**src/dthf_pkg.sv**
```systemverilog
// dthf_pkg: types, character codes and small helpers for the hex-float text formatter
// used by every module of double_to_hex_float_text_top; no dependencies

package dthf_pkg;

   localparam int MAX_PRECISION = 12;
   localparam int FRAC_W        = 52;

   localparam logic [7:0] CH_MINUS = 8'd45;
   localparam logic [7:0] CH_PLUS  = 8'd43;
   localparam logic [7:0] CH_DOT   = 8'd46;
   localparam logic [7:0] CH_ZERO  = 8'd48;
   localparam logic [7:0] CH_X     = 8'd88;
   localparam logic [7:0] CH_P     = 8'd80;
   localparam logic [7:0] CH_A     = 8'd65;
   localparam logic [7:0] CH_F     = 8'd70;
   localparam logic [7:0] CH_I     = 8'd73;
   localparam logic [7:0] CH_N     = 8'd78;

   // decoded operand, after class detection and leading-bit search
   typedef struct packed {
      logic                  nan;
      logic                  inf;
      logic                  zero;
      logic                  neg_print;
      logic [FRAC_W-1:0]     frac;
      logic [5:0]            shift;
      logic signed [11:0]    expo;
      logic [3:0]            prec;
   } dec_type;

   // everything the character sequencer needs for one text
   typedef struct packed {
      logic                  nan;
      logic                  special;
      logic                  neg_print;
      logic [1:0]            lead;
      logic                  has_frac;
      logic [FRAC_W-1:0]     digits;
      logic [3:0]            ndig;
      logic                  eneg;
      logic [15:0]           edig;
      logic [2:0]            ecount;
   } desc_type;

   typedef enum logic [9:0] {
      PH_SGN  = 10'b00_0000_0001,
      PH_SPC  = 10'b00_0000_0010,
      PH_ZRO  = 10'b00_0000_0100,
      PH_XCH  = 10'b00_0000_1000,
      PH_LEAD = 10'b00_0001_0000,
      PH_DOT  = 10'b00_0010_0000,
      PH_DIG  = 10'b00_0100_0000,
      PH_PCH  = 10'b00_1000_0000,
      PH_ESG  = 10'b01_0000_0000,
      PH_EDG  = 10'b10_0000_0000
   } phase_type;

   function automatic logic [7:0] hex_char(input logic [3:0] d);
      logic [7:0] w;
      w = {4'b0000, d};
      return (d < 4'd10) ? (w + CH_ZERO) : (w + 8'd55);
   endfunction

   // letters of INF and NAN
   function automatic logic [7:0] special_char(input logic nan, input logic [1:0] idx);
      logic [7:0] c;
      case (idx)
         2'd0:    c = nan ? CH_N : CH_I;
         2'd1:    c = nan ? CH_A : CH_N;
         default: c = nan ? CH_N : CH_F;
      endcase
      return c;
   endfunction

endpackage

```
**src/dthf_decode.sv**
```systemverilog
// dthf_decode: first stage; splits the double, finds the leading one of a subnormal
// and registers the decoded operand; depends on dthf_pkg

module dthf_decode import dthf_pkg::*; (
   input  logic        clock,
   input  logic        reset,
   input  logic        in_valid,
   output logic        in_ready,
   input  logic [63:0] in_bits,
   input  logic [3:0]  in_prec,
   output logic        out_valid,
   input  logic        out_ready,
   output dec_type     out_dec
);

   logic          valid_ff;
   dec_type       dec_ff;
   dec_type       dec_in;
   logic [10:0]   biased;
   logic [51:0]   frac;
   logic [5:0]    top;
   logic          sub;

   assign in_ready  = !valid_ff || out_ready;
   assign out_valid = valid_ff;
   assign out_dec   = dec_ff;

   always_comb begin
      biased = in_bits[62:52];
      frac   = in_bits[51:0];
      sub    = (biased == '0);
      top    = '0;
      for (int i = 0; i < FRAC_W; i++) begin
         if (frac[i]) begin
            top = 6'(i);
         end
      end
      dec_in.nan       = (biased == '1) && (frac != '0);
      dec_in.inf       = (biased == '1) && (frac == '0);
      dec_in.zero      = sub && (frac == '0);
      dec_in.neg_print = in_bits[63] && !dec_in.nan && !dec_in.zero;
      dec_in.frac      = frac;
      if (dec_in.zero) begin
         dec_in.shift = '0;
         dec_in.expo  = '0;
      end else if (sub) begin
         dec_in.shift = 6'd52 - top;
         dec_in.expo  = 12'({6'b0, top}) - 12'd1074;
      end else begin
         dec_in.shift = '0;
         dec_in.expo  = 12'({1'b0, biased}) - 12'd1023;
      end
      dec_in.prec = (in_prec > 4'(MAX_PRECISION)) ? 4'(MAX_PRECISION) : in_prec;
   end

   always_ff @(posedge clock) begin
      if (reset) begin
         valid_ff <= 1'b0;
      end else if (in_ready) begin
         valid_ff <= in_valid;
      end
   end

   always_ff @(posedge clock) begin
      if (in_valid && in_ready) begin
         dec_ff <= dec_in;
      end
   end

endmodule

```
**src/dthf_round.sv**
```systemverilog
// dthf_round: second stage; normalizes the fraction, rounds to the printed digits
// and splits the exponent into decimal digits; depends on dthf_pkg

module dthf_round import dthf_pkg::*; (
   input  logic     clock,
   input  logic     reset,
   input  logic     in_valid,
   output logic     in_ready,
   input  dec_type  in_dec,
   output logic     out_valid,
   input  logic     out_ready,
   output desc_type out_desc
);

   logic          valid_ff;
   desc_type      desc_ff;
   desc_type      desc_in;
   logic [51:0]   nf;
   logic [3:0]    nd;
   logic [5:0]    lsb;
   logic          rnd;
   logic [52:0]   unit;
   logic [52:0]   masked;
   logic [52:0]   sum;
   logic          eneg;
   logic [10:0]   mag;
   logic          th;
   logic [9:0]    r1;
   logic [3:0]    hun;
   logic [6:0]    r2;
   logic [3:0]    ten;
   logic [3:0]    one;
   logic [2:0]    ecount;

   assign in_ready  = !valid_ff || out_ready;
   assign out_valid = valid_ff;
   assign out_desc  = desc_ff;

   always_comb begin
      nf     = in_dec.frac << in_dec.shift;
      nd     = in_dec.prec + 4'd1;
      lsb    = 6'd52 - {nd, 2'b00};
      rnd    = (lsb != '0) && nf[lsb - 6'd1];
      unit   = 53'd1 << lsb;
      masked = {1'b0, nf} & ~(unit - 53'd1);
      sum    = masked + (rnd ? unit : 53'd0);

      eneg = in_dec.expo[11];
      mag  = eneg ? 11'(-in_dec.expo) : 11'(in_dec.expo);
      th   = (mag >= 11'd1000);
      r1   = 10'(mag - (th ? 11'd1000 : 11'd0));
      hun  = '0;
      for (int k = 1; k < 10; k++) begin
         if (r1 >= 10'(k * 100)) begin
            hun = 4'(k);
         end
      end
      r2  = 7'(r1 - 10'(hun) * 10'd100);
      ten = '0;
      for (int k = 1; k < 10; k++) begin
         if (r2 >= 7'(k * 10)) begin
            ten = 4'(k);
         end
      end
      one = 4'(r2 - 7'(ten) * 7'd10);
      if (th) begin
         ecount = 3'd4;
      end else if (hun != '0) begin
         ecount = 3'd3;
      end else if (ten != '0) begin
         ecount = 3'd2;
      end else begin
         ecount = 3'd1;
      end

      desc_in.nan       = in_dec.nan;
      desc_in.special   = in_dec.nan || in_dec.inf;
      desc_in.neg_print = in_dec.neg_print;
      desc_in.lead      = in_dec.zero ? 2'd0 : (sum[52] ? 2'd2 : 2'd1);
      desc_in.has_frac  = !in_dec.zero;
      desc_in.digits    = sum[51:0];
      desc_in.ndig      = nd;
      desc_in.eneg      = eneg;
      desc_in.edig      = {3'b000, th, hun, ten, one} << {3'd4 - ecount, 2'b00};
      desc_in.ecount    = ecount;
   end

   always_ff @(posedge clock) begin
      if (reset) begin
         valid_ff <= 1'b0;
      end else if (in_ready) begin
         valid_ff <= in_valid;
      end
   end

   always_ff @(posedge clock) begin
      if (in_valid && in_ready) begin
         desc_ff <= desc_in;
      end
   end

endmodule

```
**src/dthf_emit.sv**
```systemverilog
// dthf_emit: character sequencer; walks one text descriptor and drives the
// registered one-character output; depends on dthf_pkg

module dthf_emit import dthf_pkg::*; (
   input  logic       clock,
   input  logic       reset,
   input  logic       in_valid,
   output logic       in_ready,
   input  desc_type   in_desc,
   output logic       out_valid,
   input  logic       out_ready,
   output logic [7:0] out_char,
   output logic       out_last
);

   logic        busy_ff;
   desc_type    desc_ff;
   phase_type   phase_ff;
   phase_type   phase_in;
   phase_type   start_phase;
   logic [3:0]  cnt_ff;
   logic [3:0]  cnt_in;
   logic [51:0] dig_ff;
   logic [51:0] dig_in;
   logic [15:0] edig_ff;
   logic [15:0] edig_in;
   logic        rsp_valid_ff;
   logic [7:0]  rsp_char_ff;
   logic        rsp_last_ff;
   logic [7:0]  char_c;
   logic        final_c;
   logic        go;

   assign go        = busy_ff && (!rsp_valid_ff || out_ready);
   assign in_ready  = !busy_ff || (go && final_c);
   assign out_valid = rsp_valid_ff;
   assign out_char  = rsp_char_ff;
   assign out_last  = rsp_last_ff;

   always_comb begin
      if (in_desc.neg_print) begin
         start_phase = PH_SGN;
      end else if (in_desc.special) begin
         start_phase = PH_SPC;
      end else begin
         start_phase = PH_ZRO;
      end
   end

   always_comb begin
      char_c   = CH_ZERO;
      final_c  = 1'b0;
      phase_in = phase_ff;
      cnt_in   = '0;
      dig_in   = dig_ff;
      edig_in  = edig_ff;
      case (phase_ff)
         PH_SGN: begin
            char_c   = CH_MINUS;
            phase_in = desc_ff.special ? PH_SPC : PH_ZRO;
         end
         PH_SPC: begin
            char_c  = special_char(desc_ff.nan, cnt_ff[1:0]);
            final_c = (cnt_ff == 4'd2);
            cnt_in  = cnt_ff + 4'd1;
         end
         PH_ZRO: begin
            char_c   = CH_ZERO;
            phase_in = PH_XCH;
         end
         PH_XCH: begin
            char_c   = CH_X;
            phase_in = PH_LEAD;
         end
         PH_LEAD: begin
            char_c   = hex_char({2'b00, desc_ff.lead});
            phase_in = desc_ff.has_frac ? PH_DOT : PH_PCH;
         end
         PH_DOT: begin
            char_c   = CH_DOT;
            phase_in = PH_DIG;
         end
         PH_DIG: begin
            char_c = hex_char(dig_ff[51:48]);
            dig_in = {dig_ff[47:0], 4'b0000};
            if (cnt_ff == desc_ff.ndig - 4'd1) begin
               phase_in = PH_PCH;
            end else begin
               cnt_in = cnt_ff + 4'd1;
            end
         end
         PH_PCH: begin
            char_c   = CH_P;
            phase_in = PH_ESG;
         end
         PH_ESG: begin
            char_c   = desc_ff.eneg ? CH_MINUS : CH_PLUS;
            phase_in = PH_EDG;
         end
         PH_EDG: begin
            char_c  = hex_char(edig_ff[15:12]);
            edig_in = {edig_ff[11:0], 4'b0000};
            final_c = (cnt_ff == {1'b0, desc_ff.ecount - 3'd1});
            cnt_in  = cnt_ff + 4'd1;
         end
         default: begin
            char_c   = CH_ZERO;
            phase_in = PH_ZRO;
         end
      endcase
   end

   always_ff @(posedge clock) begin
      if (reset) begin
         busy_ff  <= 1'b0;
         phase_ff <= PH_ZRO;
         cnt_ff   <= '0;
      end else if (in_valid && in_ready) begin
         busy_ff  <= 1'b1;
         phase_ff <= start_phase;
         cnt_ff   <= '0;
      end else if (go) begin
         busy_ff  <= !final_c;
         phase_ff <= phase_in;
         cnt_ff   <= cnt_in;
      end
   end

   always_ff @(posedge clock) begin
      if (in_valid && in_ready) begin
         desc_ff <= in_desc;
         dig_ff  <= in_desc.digits;
         edig_ff <= in_desc.edig;
      end else if (go) begin
         dig_ff  <= dig_in;
         edig_ff <= edig_in;
      end
   end

   // output word register
   always_ff @(posedge clock) begin
      if (reset) begin
         rsp_valid_ff <= 1'b0;
      end else if (go) begin
         rsp_valid_ff <= 1'b1;
      end else if (out_ready) begin
         rsp_valid_ff <= 1'b0;
      end
   end

   always_ff @(posedge clock) begin
      if (go) begin
         rsp_char_ff <= char_c;
         rsp_last_ff <= final_c;
      end
   end

endmodule

```
**src/double_to_hex_float_text_top.sv**
```systemverilog
// double_to_hex_float_text_top: upper-case hex-float text formatter for IEEE doubles
// depends on dthf_pkg, dthf_decode, dthf_round and dthf_emit
//
// Usage:
//   req channel: one word is a raw double (req_value_bits) and a precision
//   (req_precision, values above 12 act as 12); precision+1 fraction digits print.
//   rsp channel: the text, one ASCII character per word, rsp_last on the final one.
//   Special texts: zero gives 0X0P+0, infinity INF or -INF, NaN gives NAN.
// Path: a req word goes through the decode register, the rounding register and the
//   character sequencer into the output register.
// Throughput: one character per cycle while rsp_ready is high; texts have 3 to 24
//   characters. The character sequencer is the limit: it walks one text at a time
//   while the two stages ahead of it already hold the next words.
// Reset: synchronous, active high; all valid flags clear, no text is in flight.
// Stall: while rsp_ready is low the output register holds its word, the
//   sequencer pauses and req_ready drops once both front stages are full.

module double_to_hex_float_text_top import dthf_pkg::*; (
   input  logic        clock,
   input  logic        reset,
   input  logic        req_valid,
   output logic        req_ready,
   input  logic [63:0] req_value_bits,
   input  logic [3:0]  req_precision,
   output logic        rsp_valid,
   input  logic        rsp_ready,
   output logic [7:0]  rsp_out_char,
   output logic        rsp_last
);

   logic     dec_valid;
   logic     dec_ready;
   dec_type  dec;
   logic     desc_valid;
   logic     desc_ready;
   desc_type desc;

   dthf_decode u_decode (
      .clock     (clock),
      .reset     (reset),
      .in_valid  (req_valid),
      .in_ready  (req_ready),
      .in_bits   (req_value_bits),
      .in_prec   (req_precision),
      .out_valid (dec_valid),
      .out_ready (dec_ready),
      .out_dec   (dec)
   );

   dthf_round u_round (
      .clock     (clock),
      .reset     (reset),
      .in_valid  (dec_valid),
      .in_ready  (dec_ready),
      .in_dec    (dec),
      .out_valid (desc_valid),
      .out_ready (desc_ready),
      .out_desc  (desc)
   );

   dthf_emit u_emit (
      .clock     (clock),
      .reset     (reset),
      .in_valid  (desc_valid),
      .in_ready  (desc_ready),
      .in_desc   (desc),
      .out_valid (rsp_valid),
      .out_ready (rsp_ready),
      .out_char  (rsp_out_char),
      .out_last  (rsp_last)
   );

endmodule

```
**config.mk**
```make
export PLATFORM = sky130hd
export DESIGN_NAME = double_to_hex_float_text_top
export DESIGN_NICKNAME = d
export VERILOG_FILES = /design/src/dthf_pkg.sv /design/src/dthf_decode.sv /design/src/dthf_round.sv /design/src/dthf_emit.sv /design/src/double_to_hex_float_text_top.sv
export SDC_FILE = /design/constraint.sdc
export NUM_CORES = 1
export LEC_CHECK = 0
export BUFFER_PORTS_ARGS = -buffer_cell sky130_fd_sc_hd__buf_2
export CAP_MARGIN = 40
export CORE_UTILIZATION = 50
export DETAILED_ROUTE_END_ITERATION = 7
export HOLD_SLACK_MARGIN = 0.12
export PLACE_DENSITY = 0.74
export SLEW_MARGIN = 20
export SYNTH_ARGS = -nofsm -noshare
export SYNTH_HDL_FRONTEND = slang
export SYNTH_SLANG_ARGS = --single-unit
```
**constraint.sdc**
```tcl
create_clock -name clock -period 13.23 [get_ports clock]
set_input_delay 1.323 -clock clock [delete_from_list [all_inputs] [get_ports clock]]
set_output_delay 1.323 -clock clock [all_outputs]
set_load 0.03 [all_outputs]
```
Yosys cells after proc, flatten, opt, wreduce, memory -nomap -nowiden

Index checks and enable logic that the tools add are counted.

Register bits after elaboration: 268
Bits of input ports: 72
Output and inout bits: 11
Word-level logic and storage cells: 256

$add $sub $neg: 22
$mul: 2
$lt $le $gt $ge: 24
Equality and inequality tests: 17
Shifts and indexed selects: 3
Mux-type cells: 109
Bitwise gates (word level): 3
Reductions and logical operators: 41

Operators with widths:

| cell                                                                    | number |
|---|---|
| 52-bit two-way mux                                                      | 3 |
| 6-bit two-way mux                                                       | 20 |
| 10-bit one-hot mux with 9 select lines                                  | 1 |
| 5-bit two-way mux                                                       | 16 |
| 8-bit one-hot mux with 9 select lines                                   | 1 |
| 4-bit two-way mux                                                       | 15 |
| 3-bit two-way mux                                                       | 18 |
| 53-bit adder                                                            | 1 |
| 52-bit by 53-bit bitwise AND with 53-bit output                         | 1 |
| 53-bit two-way mux                                                      | 1 |
| 53-bit inverter                                                         | 1 |
| 1-bit by 6-bit left shift with 53-bit output (first input constant)     | 1 |
| 53-bit by 1-bit subtractor with 53-bit output (second input constant)   | 1 |
| 52-bit zero test                                                        | 1 |
| 52-bit nonzero test                                                     | 1 |
| 52-bit by 6-bit left shift with 52-bit output                           | 1 |
| 10-bit two-way mux                                                      | 5 |
| 16-bit two-way mux                                                      | 3 |
| 10-bit >= comparator (second input constant)                            | 4 |
| 8-bit two-way mux                                                       | 4 |
| 10-bit by 9-bit >= comparator with 1-bit output (second input constant) | 3 |
| 4-bit by 6-bit adder with 7-bit output (second input constant)          | 4 |
| 7-bit by 6-bit >= comparator with 1-bit output (second input constant)  | 3 |
| 7-bit >= comparator (second input constant)                             | 3 |
| other kinds (62)                                                        | 109 |

Depth between registers and ports, before layout

Gate-level depths: netlist of the first run.

Depth in word-level cells: 53
Depth in mapped cells: 37
Gate-level depth less buffers: 37

Hierarchy

Synthesis of the first run repeated with hierarchy kept, for this count alone.

Cell total of the unflattened synthesis: 1,936
Area, all modules: 20,354.5 um^2

Modules (own cells, without submodules):

| module      | times used | cells an instance | area each (um^2) | seq. area each (um^2) |
|---|---|---|---|---|
| dthf_round  | 1          | 1,260             | 11,621.1         | 2,482.4 |
| dthf_emit   | 1          | 402               | 5,131.2          | 2,992.9 |
| dthf_decode | 1          | 274               | 3,602.2          | 2,362.3 |

Least setup slack after synthesis of the first run

No wires, ideal clock.

Path type: reg-to-reg
Start point: register u_decode.dec_ff (netlist bit u_decode.out_dec[4])
End point: register u_round.desc_ff (netlist bit u_round.out_desc[18]), data pin
Setup time: 0.263 ns
Arrival: 7.808 ns
Required time: 12.967 ns
Path slack: 5.158 ns
Cell stages (with the launch flop): 37
Path buffers: 1
Clock period less this slack: 8.072 ns
Path through: edfxtp_1 inv_1 ha_1 or4b_2 o21ai_0 a31oi_1 a2111oi_0 nand2_1 nand2_1 inv_1 clkbuf_1 ha_1 a21oi_1 o21bai_1 a21oi_1 o21bai_1 xor2_1 mux2i_1 mux2i_1 ha_1 inv_1 fa_1 a21o_1 a21oi_1 xnor2_1 xnor3_1 o31ai_1 a221o_1 inv_1 ha_1 fa_1 xor2_1 xnor2_1 xnor2_1 o21ai_0 a21oi_1 nor2_1

RTL lines:

| element                  | RTL line          | source |
|---|---|---|
| start: declaration       | dthf_decode.sv:17 | `dec_type dec_ff;` |
| start signal: assignment | dthf_decode.sv:66 | `dec_ff <= dec_in;` |
| end signal: assignment   | dthf_round.sv:98  | `desc_ff <= desc_in;` |
| end: declaration         | dthf_round.sv:16  | `desc_type desc_ff;` |

==> qor.yml, run 1 <==
rsz0062_at_grt: "no"
end_kind: "flop"
rows: 71
gp_congestion: 0.985
synth_top_area_frac: 0.391
grt-ovfl-total: 0
internal-power_mw: 1.99
synth_edf_count: 249
pin_count: 83
track_usage: 0.241
synth.most_common_cell: "nand2_1"
drt-pass1-iter-count: 6
p_switching_mw: 1.18
place_area_um2: 19900
dp_hpwl_um: 35400
clkPwrFrac: 0.238
synth_area_um2: 19100
post-cts-setup-buffer-count: 0
slew_headroom: 0.414
cts-buffers-inserted: 28
die-area_um2: 39000
vdd_drop_max_mv: 0.202
power_leakage_nw: 7.82
io_buffers: 81
grt_pass1_wl_um: 75400
outcome: "complete, no violations"
crit_required_ns: 13.53
synth_area_leaders: "edfxtp_1 (39%), mux4_2 (7.9%), nand2_1 (6.8%)"
htreeDepth: 1
drive_above_1_share: 0.156
seq_power_share: 0.339
cap_violations: 0
ys_ff_latch: 267
syn_to_final_growth_pct: 8.93
cts_root_buffer: "clkbuf_16"
cp_slowest_cell: "or4b_2"
cts-resized-gates: 0
viasPerCell: 6.02
start_util: 0.508
final_max_slew_viol_count: 0
synthFlopType: "edfxtp_1"
die_h_um: 198
synth.distinct_cells: 100
reg2regPathDepth: 35
slowest_delay_ns: 0.67
hold_viol: 0
switching_share: 0.372
core_um2: 37700
path_class: "reg2reg"
reg2reg_to: "u_round.out_desc[18]"
clock_skew_ns: 0.00866
clk_latency_ns: 0.56
fin_tns_setup_ns: 0
crit_arrival_ns: 9.69
clk_pin_slew_worst_paths_ns: 0.06
ant_nets: 0
die_w_um: 198
async_flop_share: 0
fin_util: 0.553
critPathLaunch: "u_decode.out_dec[4]"
vias: 15200
cp-start-kind: "flop"
first_global_vias: 14100
post-synth-top-area-cell: "edfxtp_1"
synthCells: 1948
rr_startpoint: "u_decode.out_dec[4]"
cts_sinks: 267
wire_per_inst_um: 18.7
synthTopCellsByCount: "nand2_1 (344), edfxtp_1 (249), nor2_1 (205), a21oi_1 (90), inv_1 (78)"
fin_nets: 2115
drt_iter0_drc: 1337
ctsHoldBuffers: 0
clock_path_buffers: 3
power.share.combinational: 0.423
antenna_found_initial: 0
crit_fanout: 16
tritoncts: "built"
r2r_slack_ns: 3.84
layout_setup_ws_ns: 3.84
post-route-drc-count: 0
hp-class: "reg2reg"
diodes: 0
setup_violations: 0
worstMarginPinSlew_ns: 0.866
pre_cts_ws_ns: 4.03
routed_wl_um: 47200
fin_crit_sh: 0.710
power_density_nw_per_um2: 152
ys.warnings.count: 0
period_minus_slack_ns: 9.39
holdWs_ns: 0.417
grt_max_degree: 85
synth.avg_cell_area_um2: 9.82
ys_seq_area_frac: 0.410
timing.fmax_mhz: 107
endpoint: "u_round.out_desc[18]"
final_cell_area_um2: 20800
==> state kept, by name (all words and copies together) (netlist names), 4 cells and up <==
| register | count |
|---|---|
| u_emit.phase_ff | 10 |
| u_emit.cnt_ff | 4 |
| u_emit.desc_ff | 13 |
| u_decode.out_dec | 78 |
| u_emit.out_char | 7 |
| u_emit.edig_ff | 16 |
| u_emit.dig_ff | 52 |
| u_round.out_desc | 82 |
==> worst max-delay path, delay by kind of cell (launching register included) <==
kind,cells,cell delay (ns)
buffers and inverters,4,0.63
xor gates and xnor gates,6,1.76
AOI/OAI and AO/OA,13,2.54
DFF,1,0.42
adders and majority gates,6,2.00
muxes,2,0.60
and+or+nand+nor,4,1.16
==> how the worst min path moves through the flow <==
stage | from | depth (start not counted) | slack, ns | endpoint
final | u_round.out_desc[0] | 0 | 0.42 | u_emit.desc_ff[0]
after CTS | u_round.out_desc[0] | 0 | 0.42 | u_emit.desc_ff[0]
after detailed placement | u_round.out_desc[0] | 0 | 0.40 | u_emit.desc_ff[0]
after global routing | u_round.out_desc[22] | 0 | 0.42 | u_emit.desc_ff[22]
after global placement | u_round.out_desc[23] | 0 | 0.40 | u_emit.desc_ff[23]
after floorplan | u_round.out_desc[0] | 0 | 0.40 | u_emit.desc_ff[0]
==> per-stage QoR <==
step	std cells	total power, mW
after CTS	2515	3.15
after detailed placement	2467	2.39
after global placement	2461	2.36
final	2519	3.16
after floorplan	1949	2.11
after global routing	2519	3.35
==> kinds of logic after synthesis <==
kind of cell    share of synthesized area
fa+ha+maj                          0.0360
other cells                      0.000196
simple gates                        0.188
buf+inv                            0.0435
flops                               0.410
xor+xnor                           0.0494
mux                                 0.145
compound gates                      0.128
==> layer usage <==
layer | global-route usage | up-vias | part of all wire
met2 | 0.377 | 634 | 0.45
met5 | 0 | - | 0
met1 | 0.353 | 7162 | 0.46
li1 | - | 7264 | -
met4 | 0.0718 | 0 | 0.030
met3 | 0.0261 | 108 | 0.066
==> power groups by stage <==
stage / clock (mW) / sequential (mW) / combinational (mW)
6_report: 0.751 / 1.07 / 1.34
5_1_grt: 0.797 / 1.08 / 1.47
4_1_cts: 0.766 / 1.07 / 1.31
3_5_place_dp: 0 / 1.09 / 1.30
3_3_place_gp: 0 / 1.09 / 1.27
2_1_floorplan: 0 / 1.08 / 1.03
==> cell type report <==
cell class / count / area [um2]
clock buffers: 32 / 716
clock inverters: 16 / 170
fillers: 3316 / 16800
inverters: 81 / 304
multi-input cells: 1500 / 10500
flip-flops and latches: 267 / 7840
well taps: 511 / 639
repair buffers: 112 / 679
==> cells in the final DEF, fill, tap and decap left out, drive strengths merged, types with 14 or more instances in the layout <==
cell / n
a31oi: 15
o21ai: 75
nor2: 205
nor4: 16
o31ai: 27
xor2: 47
inv: 81
nand2: 344
mux4: 67
nand2b: 17
buf: 110
o22ai: 14
ha: 51
a211oi: 16
xnor2: 53
clkbuf: 34
dfxtp: 18
nor3: 46
mux2i: 64
mux2: 55
and3: 16
and2: 22
nand4: 17
edfxtp: 249
a21oi: 94
nand3: 46
(Power assumes the default switching activity.)
==> inputs of run 2 (changes only) <==
clock period = 9.55 ns   (was 13.23 ns; I/O delays follow)
==> qor.yml, run 2 (synthesis gave the netlist of run 1 again) <==
outcome: "complete, no violations"
syn_to_final_growth_pct: 9.57
period_minus_slack_ns: 8.96
largest_reg_flops: 82
reg2reg_to: "u_round.out_desc[18]"
antenna_found_initial: 0
path_delay_family: "compound AO/OA/AOI/OAI gates"
grt_pass1_wl_um: 77700
cp_slowest_cell: "or4b_2"
first_global_vias: 14300
holdWs_ns: 0.418
timing.fmax_mhz: 112
crit_fanout: 10
crit_required_ns: 9.86
endpoint: "u_round.out_desc[18]"
slew_headroom: 0.414
fin_crit_sh: 0.938
end_kind: "flop"
wl_met2_um: 22800
hold_viol: 0
nFillCells: 3302
core_um2: 37700
ant_nets: 0
gp_congestion: 0.977
cts_root_buffer: "clkbuf_16"
final_common_cell: "nand2_1"
power_density_nw_per_um2: 214
final_max_slew_viol_count: 0
clock_path_buffers: 3
wl_met3_um: 3000
critPathLaunch: "u_decode.out_dec[4]"
clk_latency_ns: 0.57
pin_count: 83
path_depth: 35
fin_tns_setup_ns: 0
htreeDepth: 1
viasPerCell: 6.04
crit_buf_inv: 5
rsz0062_at_grt: "no"
cap_violations: 0
routed_wl_um: 48500
fin_nets: 2117
rr_startpoint: "u_decode.out_dec[4]"
cts_sinks: 267
drive_above_1_share: 0.161
ctsHoldBuffers: 0
diodes: 0
setup_violations: 0
clock_skew_ns: 0.0183
r2r_slack_ns: 0.59
grt-ovfl-total: 0
pre_cts_ws_ns: 0.260
wl_met1_um: 21700
io_buffers: 81
die_w_um: 198
slowest_delay_ns: 0.67
power_leakage_nw: 7.86
die_h_um: 198
drt_iter0_drc: 1545
dp_hpwl_um: 36000
drt-pass1-iter-count: 6
wire_per_inst_um: 19.2
final_cell_mix: "nand2_1 (343), edfxtp_1 (249), nor2_1 (205)"
track_usage: 0.250
vdd_drop_max_mv: 0.252
post-route-drc-count: 0
rows: 71
layout_setup_ws_ns: 0.589
crit_arrival_ns: 9.28
vias: 15200
tritoncts: "built"
hp-class: "reg2reg"
worstMarginPinSlew_ns: 0.868
cp-start-kind: "flop"
die-area_um2: 39000
path_class: "reg2reg"
reg2regPathDepth: 35
highest_layer: "met4"
clk_pin_slew_worst_paths_ns: 0.06
start_util: 0.508
grt_max_degree: 85
cts-buffers-inserted: 28
## run 2: cell types whose count changed in the layout (fill, tap and decap cells not counted), moves of 2 or more
cell        delta
clkinv_1       -3
clkbuf_2       -2
buf_4          +2
clkinvlp_4     +2
bufinv_16      +2
## run 2: what timing repair did
item                                    4_1_cts  5_1_grt
endpoints found under the setup margin        0        6
setup buffers                                 0        4
gates resized for setup                       0        4
## run 2: layer usage
metal  vias to the layer above  global-route usage
met5                         -                   0
met3                        61              0.0244
met1                      7319               0.362
li1                       7281                   -
met4                         0              0.0614
met2                       573               0.402
## run 2: report_power, final
group          leakage [nW]  internal (mW)  total, mW  switching, mW
clock network         0.462          0.661       1.12          0.461
registers              2.52           1.44       1.49         0.0442
logic                  4.87          0.721       1.88           1.16
total                  7.86           2.82       4.49           1.67
## run 2: cell type report
| type | instances | area, um2 | share of cell area |
|---|---|---|---|
| Clock buffer | 34 | 733 | 0.0350 |
| Clock inverter | 17 | 226 | 0.0108 |
| Inverter | 81 | 308 | 0.0147 |
| Multi-Input combinational cell | 1500 | 10500 | 0.501 |
| Sequential cell | 267 | 7840 | 0.374 |
| Tap cell | 511 | 639 | 0.0305 |
| Timing Repair Buffer | 114 | 709 | 0.0339 |
## run 2: worst min path at each step
stage                          from                  to  slack (ns)  cells after the start
6_report       u_round.out_desc[20]  u_emit.desc_ff[20]        0.42                      0
5_1_grt        u_round.out_desc[20]  u_emit.desc_ff[20]        0.43                      0
4_1_cts        u_round.out_desc[20]  u_emit.desc_ff[20]        0.42                      0
3_5_place_dp   u_round.out_desc[20]  u_emit.desc_ff[20]        0.40                      0
3_3_place_gp   u_round.out_desc[81]  u_emit.desc_ff[81]        0.40                      0
2_1_floorplan   u_round.out_desc[0]   u_emit.desc_ff[0]        0.40                      0
## run 2: stage by stage
step / cell area [um2] / power (mW) / utilization / cells
after floorplan: 19100 / 2.92 / - / 1949
after global placement: 19800 / 3.27 / 0.527 / 2460
after detailed placement: 19900 / 3.31 / 0.529 / 2466
after CTS: 20900 / 4.46 / 0.554 / 2517
after global routing: 21000 / 4.76 / 0.556 / 2524
final: 21000 / 4.49 / 0.556 / 2524
